$ cat src/rtl/csb_pkg.sv
// ============================================================================
// csb_pkg
// Shared types and constants for the channel quality scoreboard.
// ============================================================================
package csb_pkg;

    // Event opcodes.
    localparam logic [2:0] OP_TX_OK   = 3'd0;
    localparam logic [2:0] OP_TX_FAIL = 3'd1;
    localparam logic [2:0] OP_RX      = 3'd2;
    localparam logic [2:0] OP_SET_CH  = 3'd3;
    localparam logic [2:0] OP_SELECT  = 3'd4;

    // Score steps, as 4-bit signed deltas.
    localparam logic signed [3:0] STEP_TX_OK   = 4'sd2;
    localparam logic signed [3:0] STEP_TX_FAIL = -4'sd8;
    localparam logic signed [3:0] STEP_RX_GOOD = 4'sd1;
    localparam logic signed [3:0] STEP_RX_WEAK = -4'sd2;
    localparam logic signed [3:0] STEP_NONE    = 4'sd0;

    // Saturation limits.
    localparam logic signed [9:0] SCORE_HI = 10'sd127;
    localparam logic signed [9:0] SCORE_LO = -10'sd127;

    // Register reset values.
    localparam logic [6:0] MIN_CH_RST   = 7'd0;
    localparam logic [6:0] MAX_CH_RST   = 7'd100;
    localparam logic [6:0] DEF_CH_RST   = 7'd0;
    localparam logic [7:0] GOOD_THR_RST = 8'hB5;   // -75 dBm
    localparam logic [7:0] WEAK_THR_RST = 8'hA6;   // -90 dBm

    // Configuration port address width (five word registers).
    localparam int APB_AW = 5;

    // Kind of result that the datapath captures on a given cycle.
    typedef enum logic [1:0] {
        RES_IDLE,
        RES_REJECT,
        RES_APPLY,
        RES_SELECT
    } t_res_kind;

    // Commands from the controller to the datapath.
    typedef struct packed {
        logic      load;       // latch the incoming transaction
        logic      rd_item;    // read the score of the addressed channel
        logic      rd_cur;     // read the current channel, arm the scan counter
        logic      best_init;  // seed the best score from the current channel
        logic      scan_en;    // issue scan reads and compare returned scores
        t_res_kind res;        // capture a result of this kind
    } t_dp_cmd;

    // Status from the datapath to the controller.
    typedef struct packed {
        logic is_update;   // score event or set-channel on a valid channel
        logic is_select;   // select-best event
        logic scan_busy;   // reads left to issue or a compare in flight
    } t_dp_sts;

endpackage

$ cat src/rtl/channel_quality_scoreboard.sv
// ============================================================================
// channel_quality_scoreboard
// Keeps a saturating signed quality score per radio channel and picks the best.
// ============================================================================
// Usage:
//   Command channel: drive i_opcode, i_channel and i_rssi with start high; the
//   transaction is taken at a clock edge where start is high and busy is low.
//   busy stays high until the result is issued, so one transaction is in
//   flight at a time.
//   Result channel: o_done is high for exactly one cycle with the result
//   fields; the receiver cannot stall it and must take it in that cycle.
//   An event on an invalid channel or an unknown opcode is rejected at dispatch;
//   a score or set-channel event reads the channel's score, then writes the
//   update; a select reads the current channel, seeds the best score from it,
//   then scans the N channels of the configured window (at most CHANNEL_COUNT)
//   through the single read port of the score memory, which returns one score
//   per cycle to the compare stage. A new transaction can be taken in the cycle
//   o_done is shown. Reset clears every score (through per-entry valid bits,
//   with no clearing pass), sets the current channel to 0 and restores the
//   register defaults. Configuration goes through the APB-style port and must
//   be written while idle by the user; the block itself does not enforce this.
// ============================================================================
module channel_quality_scoreboard
    import csb_pkg::*;
#(
    parameter int CHANNEL_COUNT = 128
)
(
    input  logic              i_clk,
    input  logic              i_rst_n,
    input  logic              start,
    output logic              busy,
    input  logic [2:0]        i_opcode,
    input  logic [7:0]        i_channel,
    input  logic signed [7:0] i_rssi,
    output logic              o_done,
    output logic              o_accepted,
    output logic signed [7:0] o_channel_score,
    output logic [6:0]        o_pick_channel,
    output logic signed [7:0] o_pick_score,
    output logic [6:0]        o_active_channel_out,
    input  logic              psel,
    input  logic              penable,
    input  logic              pwrite,
    input  logic [APB_AW-1:0] paddr,
    input  logic [31:0]       pwdata,
    output logic [31:0]       prdata,
    output logic              pready
);

    t_dp_cmd    cmd;
    t_dp_sts    sts;
    logic [6:0] min_channel;
    logic [6:0] max_channel;
    logic [7:0] good_thr;
    logic [7:0] weak_thr;

    // Configuration registers.
    csb_regs u_regs (
        .i_clk         (i_clk),
        .i_rst_n       (i_rst_n),
        .psel          (psel),
        .penable       (penable),
        .pwrite        (pwrite),
        .paddr         (paddr),
        .pwdata        (pwdata),
        .prdata        (prdata),
        .pready        (pready),
        .o_min_channel (min_channel),
        .o_max_channel (max_channel),
        .o_good_thr    (good_thr),
        .o_weak_thr    (weak_thr)
    );

    // Sequencer.
    csb_ctrl u_ctrl (
        .i_clk   (i_clk),
        .i_rst_n (i_rst_n),
        .i_start (start),
        .o_busy  (busy),
        .o_done  (o_done),
        .o_cmd   (cmd),
        .i_sts   (sts)
    );

    // Score store and arithmetic.
    csb_dp #(
        .CHANNEL_COUNT (CHANNEL_COUNT)
    ) u_dp (
        .i_clk                (i_clk),
        .i_rst_n              (i_rst_n),
        .i_cmd                (cmd),
        .o_sts                (sts),
        .i_opcode             (i_opcode),
        .i_channel            (i_channel),
        .i_rssi               (i_rssi),
        .i_min_channel        (min_channel),
        .i_max_channel        (max_channel),
        .i_good_thr           (good_thr),
        .i_weak_thr           (weak_thr),
        .o_accepted           (o_accepted),
        .o_channel_score      (o_channel_score),
        .o_pick_channel       (o_pick_channel),
        .o_pick_score         (o_pick_score),
        .o_active_channel_out (o_active_channel_out)
    );

    // A result only follows a cycle in which a transaction was in flight.
    a_done_after_busy: assert property (@(posedge i_clk) disable iff (!i_rst_n)
        o_done |-> $past(busy))
        else $error("result strobe without a transaction in flight");

    // An accepted transaction makes the block busy on the next cycle.
    a_busy_after_start: assert property (@(posedge i_clk) disable iff (!i_rst_n)
        (start && !busy) |=> busy)
        else $error("transaction accepted but block not busy");

    // A rejected transaction carries zero scores.
    a_reject_zero: assert property (@(posedge i_clk) disable iff (!i_rst_n)
        (o_done && !o_accepted) |-> (o_channel_score == 8'sd0 && o_pick_score == 8'sd0))
        else $error("rejected result with nonzero score");

    // Only a select returns a best score, and a select has no channel score.
    a_score_exclusive: assert property (@(posedge i_clk) disable iff (!i_rst_n)
        o_done |-> (o_channel_score == 8'sd0 || o_pick_score == 8'sd0))
        else $error("channel score and best score both set");

endmodule

$ cat src/rtl/csb_regs.sv
// ============================================================================
// csb_regs
// Configuration register file behind the APB-style port.
// ============================================================================
module csb_regs
    import csb_pkg::*;
(
    input  logic              i_clk,
    input  logic              i_rst_n,
    input  logic              psel,
    input  logic              penable,
    input  logic              pwrite,
    input  logic [APB_AW-1:0] paddr,
    input  logic [31:0]       pwdata,
    output logic [31:0]       prdata,
    output logic              pready,
    output logic [6:0]        o_min_channel,
    output logic [6:0]        o_max_channel,
    output logic [7:0]        o_good_thr,
    output logic [7:0]        o_weak_thr
);

    localparam logic [2:0] REG_MIN_CH   = 3'd0;
    localparam logic [2:0] REG_MAX_CH   = 3'd1;
    localparam logic [2:0] REG_DEF_CH   = 3'd2;
    localparam logic [2:0] REG_GOOD_THR = 3'd3;
    localparam logic [2:0] REG_WEAK_THR = 3'd4;

    logic [6:0] r_min_ch;
    logic [6:0] r_max_ch;
    logic [6:0] r_def_ch;
    logic [7:0] r_good_thr;
    logic [7:0] r_weak_thr;
    logic       wr_en;
    logic [2:0] reg_sel;

    assign pready  = 1'b1;
    assign wr_en   = psel & penable & pwrite;
    assign reg_sel = paddr[4:2];

    // Register writes on the access phase of a write transaction.
    always_ff @(posedge i_clk) begin
        if (!i_rst_n) begin
            r_min_ch   <= MIN_CH_RST;
            r_max_ch   <= MAX_CH_RST;
            r_def_ch   <= DEF_CH_RST;
            r_good_thr <= GOOD_THR_RST;
            r_weak_thr <= WEAK_THR_RST;
        end else if (wr_en) begin
            case (reg_sel)
                REG_MIN_CH:   r_min_ch   <= pwdata[6:0];
                REG_MAX_CH:   r_max_ch   <= pwdata[6:0];
                REG_DEF_CH:   r_def_ch   <= pwdata[6:0];
                REG_GOOD_THR: r_good_thr <= pwdata[7:0];
                REG_WEAK_THR: r_weak_thr <= pwdata[7:0];
                default: ;
            endcase
        end
    end

    // Read-back mux.
    always_comb begin
        case (reg_sel)
            REG_MIN_CH:   prdata = {25'd0, r_min_ch};
            REG_MAX_CH:   prdata = {25'd0, r_max_ch};
            REG_DEF_CH:   prdata = {25'd0, r_def_ch};
            REG_GOOD_THR: prdata = {24'd0, r_good_thr};
            REG_WEAK_THR: prdata = {24'd0, r_weak_thr};
            default:      prdata = 32'd0;
        endcase
    end

    assign o_min_channel = r_min_ch;
    assign o_max_channel = r_max_ch;
    assign o_good_thr    = r_good_thr;
    assign o_weak_thr    = r_weak_thr;

endmodule

$ cat src/rtl/csb_dp.sv
// ============================================================================
// csb_dp
// Datapath: score memory with valid bits, saturating update and best scan.
// ============================================================================
module csb_dp
    import csb_pkg::*;
#(
    parameter int CHANNEL_COUNT = 128
)
(
    input  logic              i_clk,
    input  logic              i_rst_n,
    input  t_dp_cmd           i_cmd,
    output t_dp_sts           o_sts,
    input  logic [2:0]        i_opcode,
    input  logic [7:0]        i_channel,
    input  logic signed [7:0] i_rssi,
    input  logic [6:0]        i_min_channel,
    input  logic [6:0]        i_max_channel,
    input  logic [7:0]        i_good_thr,
    input  logic [7:0]        i_weak_thr,
    output logic              o_accepted,
    output logic signed [7:0] o_channel_score,
    output logic [6:0]        o_pick_channel,
    output logic signed [7:0] o_pick_score,
    output logic [6:0]        o_active_channel_out
);

    localparam int         CW  = (CHANNEL_COUNT > 1) ? $clog2(CHANNEL_COUNT) : 1;
    localparam logic [8:0] CNT = 9'(CHANNEL_COUNT);

    // Score store and per-entry valid bits (an entry not yet written reads zero).
    logic [7:0]               r_mem [CHANNEL_COUNT];
    logic [CHANNEL_COUNT-1:0] r_valid;
    logic [7:0]               r_rd_data;
    logic                     r_rd_valid;

    // Latched transaction and scoreboard state.
    logic [2:0]        r_op;
    logic [7:0]        r_ch;
    logic signed [7:0] r_rssi;
    logic [6:0]        r_current;
    logic [7:0]        r_scan;
    logic              r_pv;
    logic signed [7:0] r_best_sc;
    logic [6:0]        r_best_ch;

    // Result registers.
    logic              r_accepted;
    logic signed [7:0] r_ch_score;
    logic [6:0]        r_res_best_ch;
    logic signed [7:0] r_res_best_sc;

    logic              item_ok;
    logic              cur_ok;
    logic              in_range;
    logic              scan_issue;
    logic [CW-1:0]     rd_addr;
    logic [CW-1:0]     item_idx;
    logic [CW-1:0]     cur_idx;
    logic [CW-1:0]     scan_idx;
    logic signed [7:0] rd_score;
    logic signed [3:0] delta;
    logic signed [9:0] sum;
    logic signed [7:0] new_score;
    logic [7:0]        cur_ext;

    // Range checks against the configured window and the store depth.
    assign item_ok  = (r_ch >= {1'b0, i_min_channel}) && (r_ch <= {1'b0, i_max_channel})
                      && ({1'b0, r_ch} < CNT);
    assign cur_ext  = {1'b0, r_current};
    assign cur_ok   = {1'b0, cur_ext} < CNT;
    assign in_range = (r_scan <= {1'b0, i_max_channel}) && ({1'b0, r_scan} < CNT);

    assign o_sts.is_update = (r_op <= OP_SET_CH) && item_ok;
    assign o_sts.is_select = (r_op == OP_SELECT);
    assign o_sts.scan_busy = in_range | r_pv;

    assign scan_issue = i_cmd.scan_en & in_range;
    assign item_idx   = r_ch[CW-1:0];
    assign cur_idx    = cur_ext[CW-1:0];
    assign scan_idx   = r_scan[CW-1:0];

    // Read address select.
    always_comb begin
        if (i_cmd.rd_item) begin
            rd_addr = item_idx;
        end else if (i_cmd.rd_cur) begin
            rd_addr = cur_idx;
        end else begin
            rd_addr = scan_idx;
        end
    end

    assign rd_score = r_rd_valid ? $signed(r_rd_data) : 8'sd0;

    // Score step for the latched event.
    always_comb begin
        case (r_op)
            OP_TX_OK:   delta = STEP_TX_OK;
            OP_TX_FAIL: delta = STEP_TX_FAIL;
            OP_RX: begin
                if (r_rssi >= $signed(i_good_thr)) begin
                    delta = STEP_RX_GOOD;
                end else if (r_rssi <= $signed(i_weak_thr)) begin
                    delta = STEP_RX_WEAK;
                end else begin
                    delta = STEP_NONE;
                end
            end
            default:    delta = STEP_NONE;
        endcase
    end

    // Saturating add.
    assign sum = 10'(rd_score) + 10'(delta);
    always_comb begin
        if (sum > SCORE_HI) begin
            new_score = SCORE_HI[7:0];
        end else if (sum < SCORE_LO) begin
            new_score = SCORE_LO[7:0];
        end else begin
            new_score = sum[7:0];
        end
    end

    // Memory: one write and one registered read per cycle.
    always_ff @(posedge i_clk) begin
        r_rd_data <= r_mem[rd_addr];
        if (i_cmd.res == RES_APPLY) begin
            r_mem[item_idx] <= new_score;
        end
    end

    // Valid bits, cleared at reset.
    always_ff @(posedge i_clk) begin
        if (!i_rst_n) begin
            r_valid    <= '0;
            r_rd_valid <= 1'b0;
        end else begin
            r_rd_valid <= r_valid[rd_addr];
            if (i_cmd.res == RES_APPLY) begin
                r_valid[item_idx] <= 1'b1;
            end
        end
    end

    // Control state: current channel and scan pipeline flag.
    always_ff @(posedge i_clk) begin
        if (!i_rst_n) begin
            r_current <= DEF_CH_RST;
            r_pv      <= 1'b0;
        end else begin
            r_pv <= scan_issue;
            if (i_cmd.res == RES_APPLY && r_op == OP_SET_CH) begin
                r_current <= r_ch[6:0];
            end
        end
    end

    // Transaction latch, scan counter and running best.
    always_ff @(posedge i_clk) begin
        if (i_cmd.load) begin
            r_op   <= i_opcode;
            r_ch   <= i_channel;
            r_rssi <= i_rssi;
        end
        if (i_cmd.rd_cur) begin
            r_scan <= {1'b0, i_min_channel};
        end else if (scan_issue) begin
            r_scan <= r_scan + 8'd1;
        end
        if (i_cmd.best_init) begin
            r_best_sc <= cur_ok ? rd_score : 8'sd0;
            r_best_ch <= r_current;
        end else if (i_cmd.scan_en && r_pv && (rd_score > r_best_sc)) begin
            // Strictly greater, so ties keep the earlier channel.
            r_best_sc <= rd_score;
            r_best_ch <= r_scan[6:0] - 7'd1;
        end
    end

    // Result capture.
    always_ff @(posedge i_clk) begin
        case (i_cmd.res)
            RES_REJECT: begin
                r_accepted    <= 1'b0;
                r_ch_score    <= 8'sd0;
                r_res_best_ch <= 7'd0;
                r_res_best_sc <= 8'sd0;
            end
            RES_APPLY: begin
                r_accepted    <= 1'b1;
                r_ch_score    <= new_score;
                r_res_best_ch <= 7'd0;
                r_res_best_sc <= 8'sd0;
            end
            RES_SELECT: begin
                r_accepted    <= 1'b1;
                r_ch_score    <= 8'sd0;
                r_res_best_ch <= r_best_ch;
                r_res_best_sc <= r_best_sc;
            end
            default: ;
        endcase
    end

    assign o_accepted           = r_accepted;
    assign o_channel_score      = r_ch_score;
    assign o_pick_channel       = r_res_best_ch;
    assign o_pick_score         = r_res_best_sc;
    assign o_active_channel_out = r_current;

endmodule

$ cat src/rtl/csb_ctrl.sv
// ============================================================================
// csb_ctrl
// Controller state machine that sequences one transaction at a time.
// ============================================================================
module csb_ctrl
    import csb_pkg::*;
(
    input  logic    i_clk,
    input  logic    i_rst_n,
    input  logic    i_start,
    output logic    o_busy,
    output logic    o_done,
    output t_dp_cmd o_cmd,
    input  t_dp_sts i_sts
);

    typedef enum logic [2:0] {
        ST_IDLE,
        ST_DISPATCH,
        ST_APPLY,
        ST_SEL_INIT,
        ST_SCAN
    } t_state;

    t_state r_state;
    t_state n_state;
    logic   r_done;
    logic   n_done;

    // Next state and datapath commands.
    always_comb begin
        n_state = r_state;
        n_done  = 1'b0;
        o_cmd   = '{load: 1'b0, rd_item: 1'b0, rd_cur: 1'b0, best_init: 1'b0,
                    scan_en: 1'b0, res: RES_IDLE};
        case (r_state)
            ST_IDLE: begin
                if (i_start) begin
                    o_cmd.load = 1'b1;
                    n_state    = ST_DISPATCH;
                end
            end
            ST_DISPATCH: begin
                if (i_sts.is_update) begin
                    o_cmd.rd_item = 1'b1;
                    n_state       = ST_APPLY;
                end else if (i_sts.is_select) begin
                    o_cmd.rd_cur = 1'b1;
                    n_state      = ST_SEL_INIT;
                end else begin
                    o_cmd.res = RES_REJECT;
                    n_done    = 1'b1;
                    n_state   = ST_IDLE;
                end
            end
            ST_APPLY: begin
                o_cmd.res = RES_APPLY;
                n_done    = 1'b1;
                n_state   = ST_IDLE;
            end
            ST_SEL_INIT: begin
                o_cmd.best_init = 1'b1;
                o_cmd.scan_en   = 1'b1;
                n_state         = ST_SCAN;
            end
            ST_SCAN: begin
                if (i_sts.scan_busy) begin
                    o_cmd.scan_en = 1'b1;
                end else begin
                    o_cmd.res = RES_SELECT;
                    n_done    = 1'b1;
                    n_state   = ST_IDLE;
                end
            end
            default: begin
                n_state = ST_IDLE;
            end
        endcase
    end

    // State and result strobe.
    always_ff @(posedge i_clk) begin
        if (!i_rst_n) begin
            r_state <= ST_IDLE;
            r_done  <= 1'b0;
        end else begin
            r_state <= n_state;
            r_done  <= n_done;
        end
    end

    assign o_busy = (r_state != ST_IDLE);
    assign o_done = r_done;

endmodule

$ cat config.mk
export PLATFORM = sky130hd
export DESIGN_NAME = channel_quality_scoreboard
export DESIGN_NICKNAME = d
export VERILOG_FILES = /design/src/rtl/csb_pkg.sv /design/src/rtl/channel_quality_scoreboard.sv /design/src/rtl/csb_regs.sv /design/src/rtl/csb_dp.sv /design/src/rtl/csb_ctrl.sv
export SDC_FILE = /design/constraint.sdc
export NUM_CORES = 2
export LEC_CHECK = 0
export BUFFER_PORTS_ARGS = -buffer_cell sky130_fd_sc_hd__buf_2
export CAP_MARGIN = 20
export CORE_MARGIN = 2
export CORE_UTILIZATION = 40
export CTS_CLUSTER_SIZE = 12
export DETAILED_ROUTE_END_ITERATION = 8
export GPL_TIMING_DRIVEN = 0
export PLACE_DENSITY_LB_ADDON = 0.12
export SYNTH_ARGS = -nofsm -noshare
export SYNTH_HDL_FRONTEND = slang
export SYNTH_SLANG_ARGS = --single-unit
$ cat constraint.sdc
create_clock -name i_clk -period 12.45 [get_ports i_clk]
set_input_delay 0.6225 -clock i_clk [delete_from_list [all_inputs] [get_ports i_clk]]
set_output_delay 0.6225 -clock i_clk [all_outputs]
set_load 0.05 [all_outputs]
* Yosys cells after proc, flatten, opt, wreduce, memory -nomap -nowiden
Memories as Yosys holds them, arrays and structs flattened. A register that Yosys moved wholly into a read port is not among the register bits.
Cells that the tools add are included.
** Cells by class
- Bitwise operators :: 5
- Reduce and logical (&&, ||, !) cells :: 26
- Magnitude comparators :: 15
- $add $sub $neg :: 3
- Multiplexer cells :: 48
- Equal/unequal tests :: 17
** Operator list (count)
- $or A128 B128 Y128 :: 1
- $mux W8 :: 6
- $mux W7 :: 6
- $pmux W8 S5 :: 1
- $pmux W8 S2 :: 2
- $lt A7 B8 Y1 const B :: 3
- $eq A3 B2 Y1 const B :: 6
- $le A8 B7 Y1 :: 2
- $lt A8 B8 Y1 const B :: 2
- $mux W1 :: 15
- $pmux W7 S2 :: 1
- $pmux W3 S4 :: 1
- $pmux W4 S3 :: 1
- $reduce_and A2 Y1 :: 6
- $gt A10 B8 Y1 const B :: 1
- $lt A10 B8 Y1 const B :: 1
- $mux W2 :: 5
- $reduce_bool A2 Y1 :: 5
- $add A8 B4 Y9 :: 1
- $eq A3 B1 Y1 const B :: 3
- $eq A3 B3 Y1 const B :: 3
- $logic_not A3 Y1 :: 3
- $add A8 B1 Y8 const B :: 1
- $ge A8 B7 Y1 :: 1
- 21 further kinds :: 37
** Storage, ports and cells
- Bits of input ports :: 62
- RAM bits :: 1024
- Output and inout bits :: 66
- Register bits :: 244
- Memories kept :: 1
** Memory list
- u_dp.r_mem :: words 128, bits a word 8, rd ports 1, clocked after Yosys merged registers in 1, write ports 1, RTL line csb_dp.sv:33 : logic [7:0] r_mem [CHANNEL_COUNT];

* Logic depth before layout (Yosys ltp)
- Word-level depth :: 10
- Mapped depth :: 24
- Gate-level depth less buffers :: 24

* By module
From an unflattened synthesis, not the netlist that was laid out.
** Second synthesis, totals
- Cells, all modules :: 3820
- Area, all modules :: 51907.3 µm²
** Modules (own cells, without submodules)
- csb_dp :: cells an instance 3581, instances 1, area each 49695.2 µm²
- csb_regs :: cells an instance 208, instances 1, area each 1948.1 µm²
- csb_ctrl :: cells an instance 31, instances 1, area each 264.0 µm²

* Worst setup path after synthesis
No wires, ideal clock.
- Kind :: register to register
- Start point :: register u_dp.r_rssi[0]
- End point :: memory u_dp.r_mem[0][0], data pin
- Setup time :: 0.512 ns
- Arrival time :: 7.079 ns
- Buffers on the path :: 0
- Data required time :: 11.938 ns
- Setup slack :: 4.859 ns
- Cell stages (with the launch flop) :: 22
- Cell sequence :: edfxtp_1 -> inv_1 -> ha_1 -> nand2b_1 -> a21o_1 -> a21o_1 -> a21o_1 -> a21oi_1 -> nor2b_1 -> o21ai_0 -> a31oi_1 -> or3_1 -> a21oi_1 -> ha_1 -> a21oi_1 -> o21bai_1 -> a21oi_1 -> nor2b_1 -> o31a_1 -> inv_1 -> o21ai_0 -> nand2_1
** Between the ends
- Cells in the longest elaborated chain, start to end :: 8
** RTL lines
- start, declared :: RTL line csb_dp.sv:41 : logic signed [7:0] r_rssi;
- start signal, assigned :: RTL line csb_dp.sv:166 : r_rssi <= i_rssi;
- $le A8 B8 Y1 :: RTL line csb_dp.sv:105 : end else if (r_rssi <= $signed(i_weak_thr)) begin
- $mux W4 :: RTL line csb_dp.sv:105
- $mux W4 * :: RTL line csb_dp.sv:103 : if (r_rssi >= $signed(i_good_thr)) begin
- $pmux W4 S3 * :: RTL line csb_dp.sv:99 : case (r_op)
- $add A8 B4 Y9 * :: RTL line csb_dp.sv:116 : assign sum = 10'(rd_score) + 10'(delta);
- $lt A10 B8 Y1 :: RTL line csb_dp.sv:120 : end else if (sum < SCORE_LO) begin
- $mux W8 :: RTL line csb_dp.sv:120
- $mux W8 * :: RTL line csb_dp.sv:118 : if (sum > SCORE_HI) begin
- via u_dp.new_score[0] :: RTL line csb_dp.sv:65 : logic signed [7:0] new_score;
- end, declared :: RTL line csb_dp.sv:33
The timed path passes the listed nets; every way through them passes the cells marked *.

* Worst setup path in the final report
- Start point :: register u_dp.r_rssi[0]
- End point :: memory u_dp.r_mem[37][1], data pin
Same word-level chain as after synthesis.

==> results.md <==
- Status: finished clean
- P_leak: around 22 nW
- CTS Buf Count: 140
- Initial antenna violation count: 7
- Number of synthesized register bits: between 1k and 1.5k
- Synth cell types: 64
- DRC errors left: 0
- Die X: between 300 and 400 um
- GP Congestion: 0.9665
- HP Class: input port to register
- Root buffer cell: clkbuf_16
- Row cnt: roughly 130
- Unrepaired setup endpoints after global routing: no
- F_max: 139.4 MHz
- CP max-delay cell: a21oi_1
- P_sw: around 2.3 mW
- Share of cells above drive strength 1: approximately a tenth
- Post-Syn Area: 52790 um^2
- Most frequent CP cell: a21oi_1
- Worst-path fanout max: 86
- EDFF count, synth: between 1k and 1.5k
- Clk sinks: about 1.3k
- Comb power frac: under 10%
- CP startpoint kind: register
- Final Max Tran Viols: 0
- Crit-path cells: inv_1, ha_1, nand2b_1, a21o_1, a21o_1, a21o_1, a21oi_1, nor2b_1, o21ai_0, a31oi_1, or3_1, a21oi_1, ha_1, a21oi_1, o21bai_1, a21oi_1, nor2b_1, o31a_1, inv_6, buf_16, o21ai_0, o21ai_0, inv_6, buf_16
- Mapped Cells: roughly 4.4k
- Buffers on Ports: 74
- CP max stage delay: 0.53 ns
- Worst path required time: 12.79 ns
- Post-Place Cells: 6286
- Avg Inst Size Synth: 12.05 um^2
- Routed vias: 36.14k
- Final Non-Filler Cells: 6560
- Detailed placer's ending HPWL: 118800 um
- Vias in the first global route: 34.23k
- Tot GR Track Use: 25.28%
- Chip height: 367.3 um
- Worst Tran Pin Value: 1.281 ns
- Filler cell count: 12.05k
- Crit path time final: a little over 7 ns
- Final Skew: 0.04625 ns
- Postcts setup bufs: 0
- Die area: between 100000 and 150000 um^2
- Clock share of power: between 40% and 50%
- Core area: 131300 um^2
- Slew headroom: 12.14%
- Worst skew pair latency: 0.79 ns
- P&R area growth vs syn: 15.14%
- TritonRoute pass-1 iters: 6
- CTS H-tree depth: 4
- Final hold violation count: 0
- Clk slew on worst S/H paths: 0.06 ns
- Pwr per Cell Area: 156.8 nW/um^2
- Commonest non-fill, non-tap cell in the layout: nand2_1
- Critical Path AT: approximately 7.5 ns
- Initial Util: 40.21%
- Asr flop ratio synth: 0%
- Global-route wire length before repair: 246200 um
- 1st-iter DRT viols: around 4.0k
- Period utilization: 57.60%
- Sequential power share: 50.5%
- Drt total wl: around 170000 um
- Most frequent cells in the layout: nand2_1, edfxtp_1, nand3_1
- WL/cell: 26.39 um
- Maxcap violations: 0
- Element type at the critical path end: register
- PnR worst setup slack: between 5 and 6 ns
- Largest net degree at the start of global routing: 87
- DR vias/cell: 5.508
- Grt total ovfl: 0
- CTS tree: yes
- Gates resized, CTS repair: 0
- Peak supply drop: roughly 0.00012 V
- Hold_buf cts: 14
- Ys Warns: 0
- Setup Crit Path Kind: register to register
- Antenna Nets Post-Route: 0
- Antenna diodes: 0
- DP Worst Slack: 5.402 ns
- Int Pwr: 7.223 mW
- Longest Clk Path Bufs: 3
- Final net count: 4817
- Seq/Total Area, Yosys: 69.04%
- I/O Pins: 128
- Sw Ratio: 24.19%
- Main synth FF type: edfxtp_1
- Final setup violating endpoints: 0
-- synth_stat cells (13+ instances only) --
library cell     n  area share, %
buf_4           25           0.36
o22ai_1         13           0.15
buf_1           22           0.16
edfxtp_1      1089             62
nand3b_1        18           0.26
clkbuf_1       160            1.1
buf_2           79           0.75
nor2_1         179            1.3
o21ai_0         24           0.23
nand4_1         45           0.53
nor2b_1         44           0.52
o21a_1         136            1.9
nor4_1          15           0.18
a21oi_1         55           0.52
o211ai_1        89            1.3
nand3_1        617            5.8
a31oi_1         18           0.21
dfxtp_1        187            7.1
mux2i_1        187            3.5
inv_1           51           0.36
ha_1            55            1.3
and2_1          23           0.27
nand2_1       1108            7.9
a32oi_1         16           0.27
-- flip-flops by register name, indices dropped and copies added (netlist names), 3 cells and up --
name / flops
u_ctrl.r_state: 3
u_regs.o_weak_thr: 8
u_regs.o_good_thr: 8
u_dp.r_rd_data: 8
u_regs.o_max_channel: 7
u_dp.o_channel_score: 8
u_dp.r_rssi: 8
u_dp.r_valid: 128
u_regs.r_def_ch: 7
u_dp.r_ch: 8
u_dp.r_scan: 8
u_dp.o_active_channel_out: 7
u_dp.r_best_ch: 7
u_regs.o_min_channel: 7
u_dp.r_op: 3
u_dp.o_pick_channel: 7
u_dp.r_mem: 1024
u_dp.o_pick_score: 8
u_dp.r_best_sc: 8
-- per-stage QoR --
| stage | power (mW) | util [%] | area [um^2] | hold WS, ns | setup TNS, ns |
|---|---|---|---|---|---|
| floorplan | 5.291 | - | 52870 | 0.4400 | 0 |
| global placement | 5.664 | 42.23 | 55440 | 0.4452 | -292.44 |
| detailed placement | 5.649 | 42.83 | 56240 | 0.4522 | 0 |
| CTS | 9.579 | 46.19 | 60650 | 0.001059 | 0 |
| global route | 9.789 | 46.29 | 60780 | 0.01357 | 0 |
| finish | 9.528 | 46.29 | 60780 | 0.03336 | 0 |
-- metal layers --
layer / track usage (%) / part of all wire, %
met1: 35.22 / 43
met2: 39.76 / 46
met3: 4.324 / 7.2
met4: 9.158 / 3.5
met5: 0 / 0
-- power by group through the flow --
stage                     logic, mW  clock network (mW)  registers (mW)
after CTS                     0.751                4.02            4.81
after global routing          0.793                4.19            4.81
after floorplan               0.357                   0            4.93
after detailed placement      0.747                   0            4.90
after global placement        0.698                   0            4.97
final                         0.749                3.97            4.81
-- area by class of cell --
| type | instances | area, um^2 | share of cell area (%) |
|---|---|---|---|
| Clock inverter | 46 | 350.3 | 0.5764 |
| Tap cell | 1755 | 2196 | 3.613 |
| Sequential cell | 1276 | 36450 | 59.96 |
| Multi-Input combinational cell | 2788 | 14990 | 24.66 |
| Clock buffer | 202 | 3921 | 6.451 |
| Timing Repair Buffer | 152 | 1364 | 2.244 |
| Inverter | 51 | 211.5 | 0.3479 |
| Buffer | 290 | 1305 | 2.147 |
-- critical path, delay by kind of cell (launching register included) --
family / cells / cell delay, ns
buffers and inverters: 5 / 1.47
and+or+nand+nor: 4 / 0.75
AOI/OAI and AO/OA: 13 / 3.29
adders and majority gates: 2 / 0.60
DFF: 1 / 0.35
-- worst paths after layout --
| kind | from | endpoint | slack [ns] | depth (start not counted) |
|---|---|---|---|---|
| setup / recovery | u_dp.r_rssi[0] | u_dp.r_mem[37][1] | 5.28 | 24 |
| hold / removal | i_rssi[4] | u_dp.r_rssi[4] | 0.03 | 1 |
| setup reg to reg | u_dp.r_rssi[0] | u_dp.r_mem[37][1] | 5.28 | 24 |
| hold reg to reg | u_dp.r_valid[37] | u_dp.r_valid[37] | 0.46 | 1 |
-- logic make-up (layout without fill, tap and decap cells) --
| logic type | count (synthesis) | count (layout) | synth area share, % |
|---|---|---|---|
| other | 2 | 25 | 0.01423 |
| XOR/XNOR | 17 | 17 | 0.2821 |
| flip-flops | 1276 | 1276 | 69.04 |
| AO/OA/AOI/OAI | 397 | 397 | 5.316 |
| AND/OR/NAND/NOR | 2095 | 2095 | 17.35 |
| adder cells (fa/ha/maj) | 60 | 60 | 1.417 |
| buffers and inverters | 341 | 741 | 2.835 |
| multiplexers | 194 | 194 | 3.745 |
Power figures use the tool's default switching activity.
